`config.mk`:
```
export PLATFORM = sky130hd
export DESIGN_NAME = ultrasonic_echo_ranger_core
export DESIGN_NICKNAME = d
export VERILOG_FILES = /design/src/rtl/core/uer_pkg.sv /design/src/rtl/core/uer_step.sv /design/src/rtl/core/uer_scale.sv /design/src/rtl/core/ultrasonic_echo_ranger_core.sv
export VERILOG_INCLUDE_DIRS = /design/src /design/src/rtl/core
export SDC_FILE = /design/constraint.sdc
export NUM_CORES = 1
export LEC_CHECK = 0
export ABC_AREA = 1
export BUFFER_PORTS_ARGS = -buffer_cell sky130_fd_sc_hd__buf_4
export CAP_MARGIN = 20
export CELL_PAD_IN_SITES_DETAIL_PLACEMENT = 0
export CELL_PAD_IN_SITES_GLOBAL_PLACEMENT = 1
export CORE_ASPECT_RATIO = 0.9
export CORE_MARGIN = 2
export CORE_UTILIZATION = 40
export DETAILED_ROUTE_END_ITERATION = 10
export PLACE_DENSITY = 0.68
export REMOVE_ABC_BUFFERS = 1
export SETUP_SLACK_MARGIN = 0.1
export SYNTH_ARGS = -nofsm -noshare
export SYNTH_HDL_FRONTEND = slang
export SYNTH_HIERARCHICAL = 1
export SYNTH_SLANG_ARGS = --single-unit
```
`constraint.sdc`:
```
create_clock -name aclk -period 11.36 [get_ports aclk]
set_input_delay 0 -clock aclk [delete_from_list [all_inputs] [get_ports aclk]]
set_output_delay 0 -clock aclk [all_outputs]
set_load 0.02 [all_outputs]
```
`src/rtl/core/ultrasonic_echo_ranger_core_assert.svh`:
```
// Assertion macros used by the ranger core.
`ifndef ULTRASONIC_ECHO_RANGER_CORE_ASSERT_SVH
`define ULTRASONIC_ECHO_RANGER_CORE_ASSERT_SVH

// The consequent must hold in the same cycle as the antecedent.
`define UER_ASSERT_SAME(label, clk, rst_n, ante, cons, msg) \
    label: assert property (@(posedge clk) disable iff (!(rst_n)) (ante) |-> (cons)) \
        else $error(msg);

// The consequent must hold in the cycle after the antecedent.
`define UER_ASSERT_NEXT(label, clk, rst_n, ante, cons, msg) \
    label: assert property (@(posedge clk) disable iff (!(rst_n)) (ante) |=> (cons)) \
        else $error(msg);

`endif

```
`src/rtl/core/uer_pkg.sv`:
```
`default_nettype none

package uer_pkg;

    localparam int TRIG_LOW_TICKS  = 2;
    localparam int TRIG_HIGH_TICKS = 10;

    localparam int TIMEOUT_W     = 10;
    localparam int CNT_W         = 20;
    localparam int DIST_W        = 15;
    localparam int MS_TICKS      = 1000;
    localparam int TIMEOUT_RESET = 100;

    // floor(p * 17 / 1000) == (p * DIST_RECIP) >> DIST_SHIFT for every p below 2**20.
    localparam int DIST_SHIFT = 35;
    localparam int RECIP_W    = 30;
    localparam logic [RECIP_W-1:0] DIST_RECIP = 30'd584115563;

    localparam logic [CNT_W-1:0] LIMIT_RESET = CNT_W'((TIMEOUT_RESET + 1) * MS_TICKS);

    typedef struct packed {
        logic             trigger_out;
        logic             busy_res;
        logic             done_res;
        logic             timed_out;
        logic [CNT_W-1:0] pulse_us;
    } step_res_t;

    typedef struct packed {
        logic [DIST_W-1:0] distance_cm;
        logic [CNT_W-1:0]  pulse_us;
        logic              timed_out;
        logic              done_res;
        logic              busy_res;
        logic              trigger_out;
    } out_res_t;

endpackage

`default_nettype wire

```
`src/rtl/core/uer_step.sv`:
```
`default_nettype none

module uer_step
    import uer_pkg::*;
(
    input  wire logic             aclk,
    input  wire logic             aresetn,
    input  wire logic             en,
    input  wire logic             func,
    input  wire logic             echo_level,
    input  wire logic [CNT_W-1:0] limit,
    output step_res_t             res
);

    typedef enum logic [2:0] {
        PH_IDLE,
        PH_TRIG_LOW,
        PH_TRIG_HIGH,
        PH_WAIT_END,
        PH_WAIT_RISE,
        PH_MEASURE
    } phase_t;

    phase_t           phase_reg, phase_next;
    logic [CNT_W-1:0] count_reg, count_next;
    step_res_t        res_reg, res_next;

    always_comb begin
        logic [CNT_W-1:0] cnt;
        logic [CNT_W-1:0] inc;
        phase_t           ph;
        logic             done;

        ph   = phase_reg;
        cnt  = count_reg;
        done = 1'b0;
        res_next = '0;

        if (ph == PH_IDLE && func) begin
            ph  = PH_TRIG_LOW;
            cnt = '0;
        end
        inc = cnt + CNT_W'(1);

        case (ph)
            PH_TRIG_LOW: begin
                cnt = inc;
                if (inc >= CNT_W'(TRIG_LOW_TICKS)) begin
                    ph  = PH_TRIG_HIGH;
                    cnt = '0;
                end
            end
            PH_TRIG_HIGH: begin
                res_next.trigger_out = 1'b1;
                cnt = inc;
                if (inc >= CNT_W'(TRIG_HIGH_TICKS)) begin
                    ph  = PH_WAIT_END;
                    cnt = '0;
                end
            end
            PH_WAIT_END: begin
                if (echo_level) begin
                    cnt = inc;
                    if (inc >= limit) begin
                        done = 1'b1;
                        res_next.timed_out = 1'b1;
                    end
                end else begin
                    ph  = PH_WAIT_RISE;
                    cnt = '0;
                end
            end
            PH_WAIT_RISE: begin
                if (!echo_level) begin
                    cnt = inc;
                    if (inc >= limit) begin
                        done = 1'b1;
                        res_next.timed_out = 1'b1;
                    end
                end else begin
                    ph  = PH_MEASURE;
                    cnt = CNT_W'(1);
                    if (CNT_W'(1) >= limit) begin
                        done = 1'b1;
                        res_next.timed_out = 1'b1;
                    end
                end
            end
            PH_MEASURE: begin
                if (echo_level) begin
                    cnt = inc;
                    if (inc >= limit) begin
                        done = 1'b1;
                        res_next.timed_out = 1'b1;
                    end
                end else begin
                    done = 1'b1;
                    res_next.pulse_us = cnt;
                end
            end
            default: begin
                ph = PH_IDLE;
            end
        endcase

        if (done) begin
            ph  = PH_IDLE;
            cnt = '0;
        end

        res_next.done_res = done;
        res_next.busy_res = (ph != PH_IDLE);
        phase_next = ph;
        count_next = cnt;
    end

    always_ff @(posedge aclk) begin
        if (!aresetn) begin
            phase_reg <= PH_IDLE;
            count_reg <= '0;
        end else if (en) begin
            phase_reg <= phase_next;
            count_reg <= count_next;
        end
    end

    always_ff @(posedge aclk) begin
        if (en) begin
            res_reg <= res_next;
        end
    end

    assign res = res_reg;

endmodule

`default_nettype wire

```
`src/rtl/core/uer_scale.sv`:
```
`default_nettype none

module uer_scale
    import uer_pkg::*;
(
    input  wire logic      aclk,
    input  wire logic      en,
    input  wire step_res_t step,
    output out_res_t       res
);

    out_res_t                   res_reg, res_next;
    logic [CNT_W+RECIP_W-1:0]   prod;

    assign prod = (CNT_W+RECIP_W)'(step.pulse_us) * (CNT_W+RECIP_W)'(DIST_RECIP);

    always_comb begin
        res_next.trigger_out = step.trigger_out;
        res_next.busy_res    = step.busy_res;
        res_next.done_res    = step.done_res;
        res_next.timed_out   = step.timed_out;
        res_next.pulse_us    = step.pulse_us;
        res_next.distance_cm = prod[DIST_SHIFT +: DIST_W];
    end

    always_ff @(posedge aclk) begin
        if (en) begin
            res_reg <= res_next;
        end
    end

    assign res = res_reg;

endmodule

`default_nettype wire

```
`src/rtl/core/ultrasonic_echo_ranger_core.sv`:
```
// Channel   Ports                     Content
// input     s_tvalid/s_tready         s_tuser = func, s_tdata[0] = echo_level
// result    m_tvalid/m_tready         m_tdata = trigger/busy/done/timeout/pulse/distance
// config    cfg_we/cfg_wdata          timeout_ms
//
// One item is accepted per cycle while s_tready is high; each item passes the input, step
// and result registers in turn. The per-tick phase update is a single registered step.
// Reset sets the timeout to 100 ms and puts the sequencer in idle.
// Each stage holds its item while the next one is full, so a stalled result does not
// stop items from entering until all three stages are occupied.
`default_nettype none

module ultrasonic_echo_ranger_core
    import uer_pkg::*;
(
    input  wire logic                 aclk,
    input  wire logic                 aresetn,
    input  wire logic                 cfg_we,
    input  wire logic [TIMEOUT_W-1:0] cfg_wdata,
    input  wire logic                 s_tvalid,
    output logic                      s_tready,
    input  wire logic [7:0]           s_tdata,   // [0] echo_level, [7:1] zero
    input  wire logic                 s_tuser,   // [0] func
    output logic                      m_tvalid,
    input  wire logic                 m_tready,
    output logic [39:0]               m_tdata    // [0] trigger_out, [1] busy_res,
                                                 // [2] done_res, [3] timed_out,
                                                 // [23:4] pulse_us, [38:24] distance_cm
);

    `include "ultrasonic_echo_ranger_core_assert.svh"

    logic [CNT_W-1:0] limit_reg;
    logic             in_vld_reg, func_reg, echo_reg;
    logic             step_vld_reg, out_vld_reg;
    logic             ready_out, ready_step;
    step_res_t        step_res;
    out_res_t         out_res;

    assign ready_out  = !out_vld_reg || m_tready;
    assign ready_step = !step_vld_reg || ready_out;
    assign s_tready   = !in_vld_reg || ready_step;

    always_ff @(posedge aclk) begin
        if (!aresetn) begin
            limit_reg <= LIMIT_RESET;
        end else if (cfg_we) begin
            limit_reg <= CNT_W'(({1'b0, cfg_wdata} + (TIMEOUT_W+1)'(1)))
                         * CNT_W'(MS_TICKS);
        end
    end

    always_ff @(posedge aclk) begin
        if (!aresetn) begin
            in_vld_reg   <= 1'b0;
            step_vld_reg <= 1'b0;
            out_vld_reg  <= 1'b0;
        end else begin
            if (s_tready) begin
                in_vld_reg <= s_tvalid;
            end
            if (ready_step) begin
                step_vld_reg <= in_vld_reg;
            end
            if (ready_out) begin
                out_vld_reg <= step_vld_reg;
            end
        end
    end

    always_ff @(posedge aclk) begin
        if (s_tready) begin
            func_reg <= s_tuser;
            echo_reg <= s_tdata[0];
        end
    end

    uer_step u_step (
        .aclk       (aclk),
        .aresetn    (aresetn),
        .en         (in_vld_reg && ready_step),
        .func       (func_reg),
        .echo_level (echo_reg),
        .limit      (limit_reg),
        .res        (step_res)
    );

    uer_scale u_scale (
        .aclk (aclk),
        .en   (step_vld_reg && ready_out),
        .step (step_res),
        .res  (out_res)
    );

    assign m_tvalid = out_vld_reg;
    assign m_tdata  = {1'b0, out_res};

    `UER_ASSERT_SAME(a_timeout_with_done, aclk, aresetn,
        m_tvalid && m_tdata[3], m_tdata[2], "timeout reported without done")
    `UER_ASSERT_SAME(a_done_not_busy, aclk, aresetn,
        m_tvalid && m_tdata[2], !m_tdata[1], "busy still set on finishing item")
    `UER_ASSERT_SAME(a_no_pulse_idle, aclk, aresetn,
        m_tvalid && !m_tdata[2], m_tdata[38:4] == 35'd0, "pulse reported without done")
    `UER_ASSERT_NEXT(a_step_drains, aclk, aresetn,
        step_vld_reg && ready_out, m_tvalid, "step item lost before result register")

endmodule

`default_nettype wire

```
Yosys cells after proc, flatten, opt, wreduce, memory -nomap -nowiden
Cells that the tools add are included.
W data, S select, Z words.
{ "totals": {"register_bits": 108, "out_inout_bits": 42} }
{ "classes": {"n_addsub": 2, "mul": 2, "magnitude_cmp": 4, "eq_ne": 5, "mux": 23, "bitwise_logic": 1, "reduce_logical": 13} }
{ "ops": {"columns": ["op", "count"], "rows": [
  ["$mux W20", 7],
  ["$pmux W20 S5", 1],
  ["$mul A20 B30 Y50 const B", 1],
  ["$add A20 B1 Y20 const B", 1],
  ["$ge A1 B20 Y1 const A", 1],
  ["$ge A20 B2 Y1 const B", 1],
  ["$ge A20 B20 Y1", 1],
  ["$ge A20 B4 Y1 const B", 1],
  ["$mux W3", 6],
  ["$mul A11 B7 Y17 const B", 1],
  ["$pmux W3 S5", 1],
  ["$add A10 B1 Y11 const B", 1],
  ["$eq A3 B2 Y1 const B", 2],
  ["$eq A3 B3 Y1 const B", 2],
  ["$mux W1", 6],
  ["$reduce_or A2 Y1", 2],
  ["$eq A3 B1 Y1 const B", 1],
  ["$logic_and A1 B1 Y1", 3],
  ["$logic_not A1 Y1", 3],
  ["$logic_not A3 Y1", 1],
  ["$logic_or A1 B1 Y1", 3],
  ["$pmux W1 S3", 1],
  ["$reduce_bool A3 Y1", 1],
  ["$pmux W1 S2", 1],
  ["$not A1 Y1", 1]
]} }

Logic depth before layout (Yosys ltp)
{ "logic_depth": {"ltp_word": 10, "mapped_depth": 32, "ltp_nobuf": 28} }

Hierarchy
Netlist, hierarchy kept.
{ "modules_own_cells": {"columns": ["module", "instances", "cells_each", "area_each_um2"], "rows": [
  ["uer_scale", 1, 1551, 12449.4],
  ["uer_step", 1, 575, 3885.0],
  ["ultrasonic_echo_ranger_core", 1, 405, 2955.3]
]} }

Worst setup path before layout
OpenSTA, ideal clock, no wires.
{ "synth_path": {"path_type": "register to register", "startpoint": "register u_step.res_reg, in the netlist u_step/res[9]", "endpoint": "register u_scale.res_reg, in the netlist u_scale/res[34], data pin", "arrival_ns": 5.375, "required_ns": 11.108, "setup_slack_ns": 5.732, "path_stages_with_launch": 24, "n_path_buf": 0, "period_less_slack_ns": 5.628, "cell_sequence": "edfxtp_1 > inv_1 > ha_1 > inv_1 > fa_1 > inv_1 > fa_1 > fa_1 > inv_1 > fa_1 > fa_1 > inv_1 > fa_1 > inv_1 > ha_1 > nand2_1 > nor2_1 > inv_1 > nor2_1 > nand3_1 > nor2_1 > nor2_1 > nand3_1 > nand2_1"} }
{ "synth_via": {"elab_chain_cells": 1} }
{ "synth_lines": {"columns": ["item", "line_no", "source"], "rows": [
  ["start: declaration", "uer_step.sv:26", "step_res_t res_reg, res_next;"],
  ["start signal: assignment", "uer_step.sv:129", "res_reg <= res_next;"],
  ["$mul A20 B30 Y50", "uer_scale.sv:15", "assign prod = (CNT_W+RECIP_W)'(step.pulse_us) * (CNT_W+RECIP_W)'(DIST_RECIP);"],
  ["named net u_scale.prod[45]", "uer_scale.sv:13", "logic [CNT_W+RECIP_W-1:0] prod;"],
  ["end signal: assignment", "uer_scale.sv:28", "res_reg <= res_next;"],
  ["end: declaration", "uer_scale.sv:12", "out_res_t res_reg, res_next;"]
]} }
The timed path passes the listed nets, and every way through them passes these cells.
A chain may end at the register's enable or synchronous reset.

Worst setup path after layout
{ "layout_path": {"startpoint": "register u_step.res_reg, in the netlist u_step/res[19]", "endpoint": "register u_scale.res_reg, in the netlist u_scale/res[34], data pin"} }
The elaborated chain is that of the path after synthesis.

==> flow_results.org <==
** Final layout
- Max reg flops :: 39
- Of the cells placed in the final design, the portion with a size suffix greater than 1 is 5.89%.
- Area of all placed cells without fillers :: 20800 um^2
- The net count of the finished layout is 3141.
- From synthesis to final layout, the design area changed by 7.97%.
- The number of antenna diodes in the final layout is 0.
- Final non-filler cell total :: 3222

** Placed design
- Minimum setup slack after placement :: 4.85 ns
- Final weighted congestion in routability-driven placement :: 0.922
- Sum of net half-perimeters after detailed placement :: 46200 um
- Port Buffer Count :: 57
- Summing all placed instances gives a cell area of 20400 um^2.
- Number of placed instances with taps included :: 3198

** Critical path
- Worst path most repeated cell :: sky130_fd_sc_hd__fa_1
- Traced cell by cell, the critical path runs through ha_1 > fa_1 > fa_1 > fa_1 > inv_1 > fa_1 > inv_1 > fa_1 > inv_1 > fa_1 > inv_1 > ha_1 > nand2_1 > nor2_1 > nand2_1 > nor2_4 > nand3_1 > nor2_1 > nor2_1 > nand3_1 > nand2_1.
- Required time worst endpoint :: 11.49 ns
- Measured in cells, the most critical reg-to-reg path has a length of 21.
- In this run the critical register-to-register path is captured at u_scale/res[34].
- CP bufs+invs :: 4
- Setup slack on the worst reg-to-reg path comes out at 4.86 ns.
- Slowest-stage cell, CP :: sky130_fd_sc_hd__edfxtp_1
- Startpoint kind of the worst setup timing path :: flop
- Critical path endpoint category :: flop
- In this design, the stage delay of the slowest critical-path cell is 0.75 ns.
- CP Max Fanout :: 10
- Dominant delay contributor by cell family on the critical path :: adder cells
- Critical path type :: flop to flop
- Data arrival time at the worst-slack endpoint :: 6.63 ns
- In this run the critical register-to-register path is launched from u_step/res[19].

** Flow run
- Max Cap Viol :: 0

** CTS
- Number of buffers inserted to repair setup after CTS :: 0
- Bufs on Longest Clock Path :: 2
- Total CTS buffers :: 9
- The number of gates resized after CTS was 0.
- The tree is rooted in a sky130_fd_sc_hd__clkbuf_16.
- TritonCTS built the clock tree.
- H-tree levels :: 3
- Clock-pin slew of the registers on the worst-case setup and hold paths :: 0.09 ns
- Clock latency on the worst-skew pair, taken at its later pin, is 0.39 ns.
- Hold buffer count at cts :: 7
- Num Clock Sinks :: 108

** Pwr
- Power spread over the standard cell area amounts to 177 nW/um^2.
- The analysis attributes to cell leakage a power of 11.5 nW.
- Peak supply drop :: 0.000115 V

** Synthesis
- For this run, asynchronously set or reset flops after synthesis account for 0%.
- Top flip-flop cell by instance count after synthesis :: sky130_fd_sc_hd__edfxtp_1
- Yosys attributes the largest share of cell area to sky130_fd_sc_hd__fa_1 23%, sky130_fd_sc_hd__ha_1 20%, sky130_fd_sc_hd__inv_1 13%, sky130_fd_sc_hd__nand2_1 11%, sky130_fd_sc_hd__edfxtp_1 10%.
- Most numerous cell types in the synthesized netlist :: 680 x sky130_fd_sc_hd__inv_1, 566 x sky130_fd_sc_hd__nand2_1, 301 x sky130_fd_sc_hd__ha_1
- Largest family of logic cells by synthesized area :: adder cells
- Avg Synthesized Cell Area :: 7.62 um^2
- Sequential cell area fraction in the yosys report :: 14.6%
- Summed over all instances, the cell type with the most area after synthesis is sky130_fd_sc_hd__fa_1.
- Yosys printed 6 warnings.
- Number of enable flip-flop cells after synthesis :: 65
- Summing the areas of all and, or, nand and nor instances in the mapped netlist gives 22.1% of the synthesized area.
- Netlist Area Pre-Place :: 19300 um^2
- The synthesized netlist devotes 5.09% of its cell area to compound gates.
- Synthesis inferred 108 register bits.
- Number of instances in the synthesized netlist :: 2531
- Most used standard cell by instance count after synthesis :: sky130_fd_sc_hd__inv_1
- Synth Area in XOR/XNOR :: 1.30%
- In this run the biggest area consumer among cell types represents 23.1% of the synthesized area.
- The netlist uses 53 different library cells.
- Share of cell area taken by muxes after synthesis :: 0%
- Synthesized-area fraction occupied by adder cells :: 42.7%

** Die
- Initial Util :: 40.4%
- Horizontal extent of the die :: 235 um
- IO Pins :: 66
- Vert. Die Dim :: 212 um
- The floorplan step defined a die boundary enclosing 50000 um^2.
- Standard-cell row count :: 76
- The region available for standard cell placement spans 47700 um^2.

** Worst hold path
- The startpoint identified for the worst hold timing path is cfg_wdata[1].
- The worst hold path passes through 3 cells.
- The path with the worst hold slack has its endpoint at limit_reg[4].
- The worst hold path belongs to the class input pin to flop.

** Timing
- Post-route fraction of the period consumed by the critical path :: 57.2%
- RSZ-0062 raised after global routing :: no
- In this run the tightest slew margin relative to its limit is 26.6%.
- The hold violation total from the final report was 0.
- After routing, the total negative slack on setup checks comes to 0 ns.
- Setup violations remaining at the end of the flow were counted as 0.
- Slew @ Worst Pin :: 1.10 ns
- After layout, the worst setup slack is 4.86 ns.
- Minimum clock period :: 6.50 ns
- Static timing analysis puts the maximum clock frequency at 154 MHz.
- Final count of pins violating max slew :: 0
- On the final layout, the worst clock skew is 0.0189 ns.

** Route
- After detailed routing, the average wire length per cell comes to 16.9 um.
- The final layout contains routed wiring with a total length of 54500 um.
- Total DRC errors in the routed layout :: 0
- In this run the remaining antenna-violating nets after routing total 0.
- Total number of vias :: 15600
- For this block, the initial DRC count from the detailed router was 837.
- The first TritonRoute pass finished after 5 iterations.
- Via density :: 4.83

** Global route
- Initial antenna violation count :: 0
- Global route total overflow :: 0
- GRT Resource Usage Total :: 22.5%
- Vias in the first global route :: 15800
- Entering global routing, the biggest net connects 40 pins.
- The first global-routing pass estimated 86200 um of wire.

** Run status
- The run finished with clean final reports.
-- layer usage --
metal	wire (um)	vias to the layer above	track usage [%]
met3	2100	57	2.43
met4	1330	0	6.55
li1	-	7819	-
met5	0	-	0
met1	24500	7384	29.4
met2	26500	295	39.3
-- tightest hold or removal path, stage by stage --
cell and delay (ns):
sky130_fd_sc_hd__buf_4 0.13, sky130_fd_sc_hd__ha_1 0.24, sky130_fd_sc_hd__a21oi_1 0.10
-- metrics by stage --
| stage | utilization, % | power, mW | hold slack, ns |
|---|---|---|---|
| 2_1_floorplan | - | 2.59 | 0.0841 |
| 3_3_place_gp | 42.8 | 3.39 | 0.179 |
| 3_5_place_dp | 42.8 | 3.40 | 0.180 |
| 4_1_cts | 43.6 | 3.76 | 0.116 |
| 5_1_grt | 43.6 | 4.20 | 0.155 |
| 6_report | 43.6 | 3.68 | 0.129 |
-- where the power goes --
part | switching (mW) | internal [mW] | leakage (nW) | total, mW
Clock | 0.175 | 0.158 | 0.151 | 0.333
Combinational | 1.85 | 0.998 | 10.4 | 2.85
Sequential | 0.0350 | 0.464 | 0.976 | 0.499
Total | 2.06 | 1.62 | 11.5 | 3.68
-- kinds of logic after synthesis --
logic type / Yosys count
simple gates: 989
buf+inv: 716
fa+ha+maj: 524
compound gates: 166
flops: 108
xor+xnor: 27
other cells: 1
-- cell usage in the layout, fill, tap and decap left out, types with 14 or more instances in the layout --
master,instances
sky130_fd_sc_hd__nor2_1,209
sky130_fd_sc_hd__nand2_1,566
sky130_fd_sc_hd__ha_1,301
sky130_fd_sc_hd__nand3_1,102
sky130_fd_sc_hd__a21oi_1,79
sky130_fd_sc_hd__edfxtp_1,65
sky130_fd_sc_hd__fa_1,223
sky130_fd_sc_hd__inv_1,680
sky130_fd_sc_hd__xor2_1,19
sky130_fd_sc_hd__nand4_1,36
sky130_fd_sc_hd__buf_4,68
sky130_fd_sc_hd__nor2_2,14
sky130_fd_sc_hd__dfxtp_1,43
sky130_fd_sc_hd__o21ai_0,38
-- cell type report --
cell class,count,area (um^2)
Clock inverter,7,86.3
Sequential cell,108,2810
Clock buffer,9,225
Timing Repair Buffer,75,581
Fill cell,4972,26900
Multi-Input combinational cell,1711,13800
Inverter,688,2580
Tap cell,624,781
-- worst max-delay path by stage --
stage | from | end | slack [ns] | cells past startpoint
floorplan | u_step/res[9] | u_scale/res[34] | 5.73 | 23
global placement | u_step/res[19] | u_scale/res[34] | 4.80 | 21
detailed placement | u_step/res[19] | u_scale/res[34] | 4.85 | 21
CTS | u_step/res[19] | u_scale/res[34] | 4.80 | 21
global route | u_step/res[19] | u_scale/res[34] | 4.44 | 21
finish | u_step/res[19] | u_scale/res[34] | 4.86 | 21
Power figures use the tool's default switching activity.
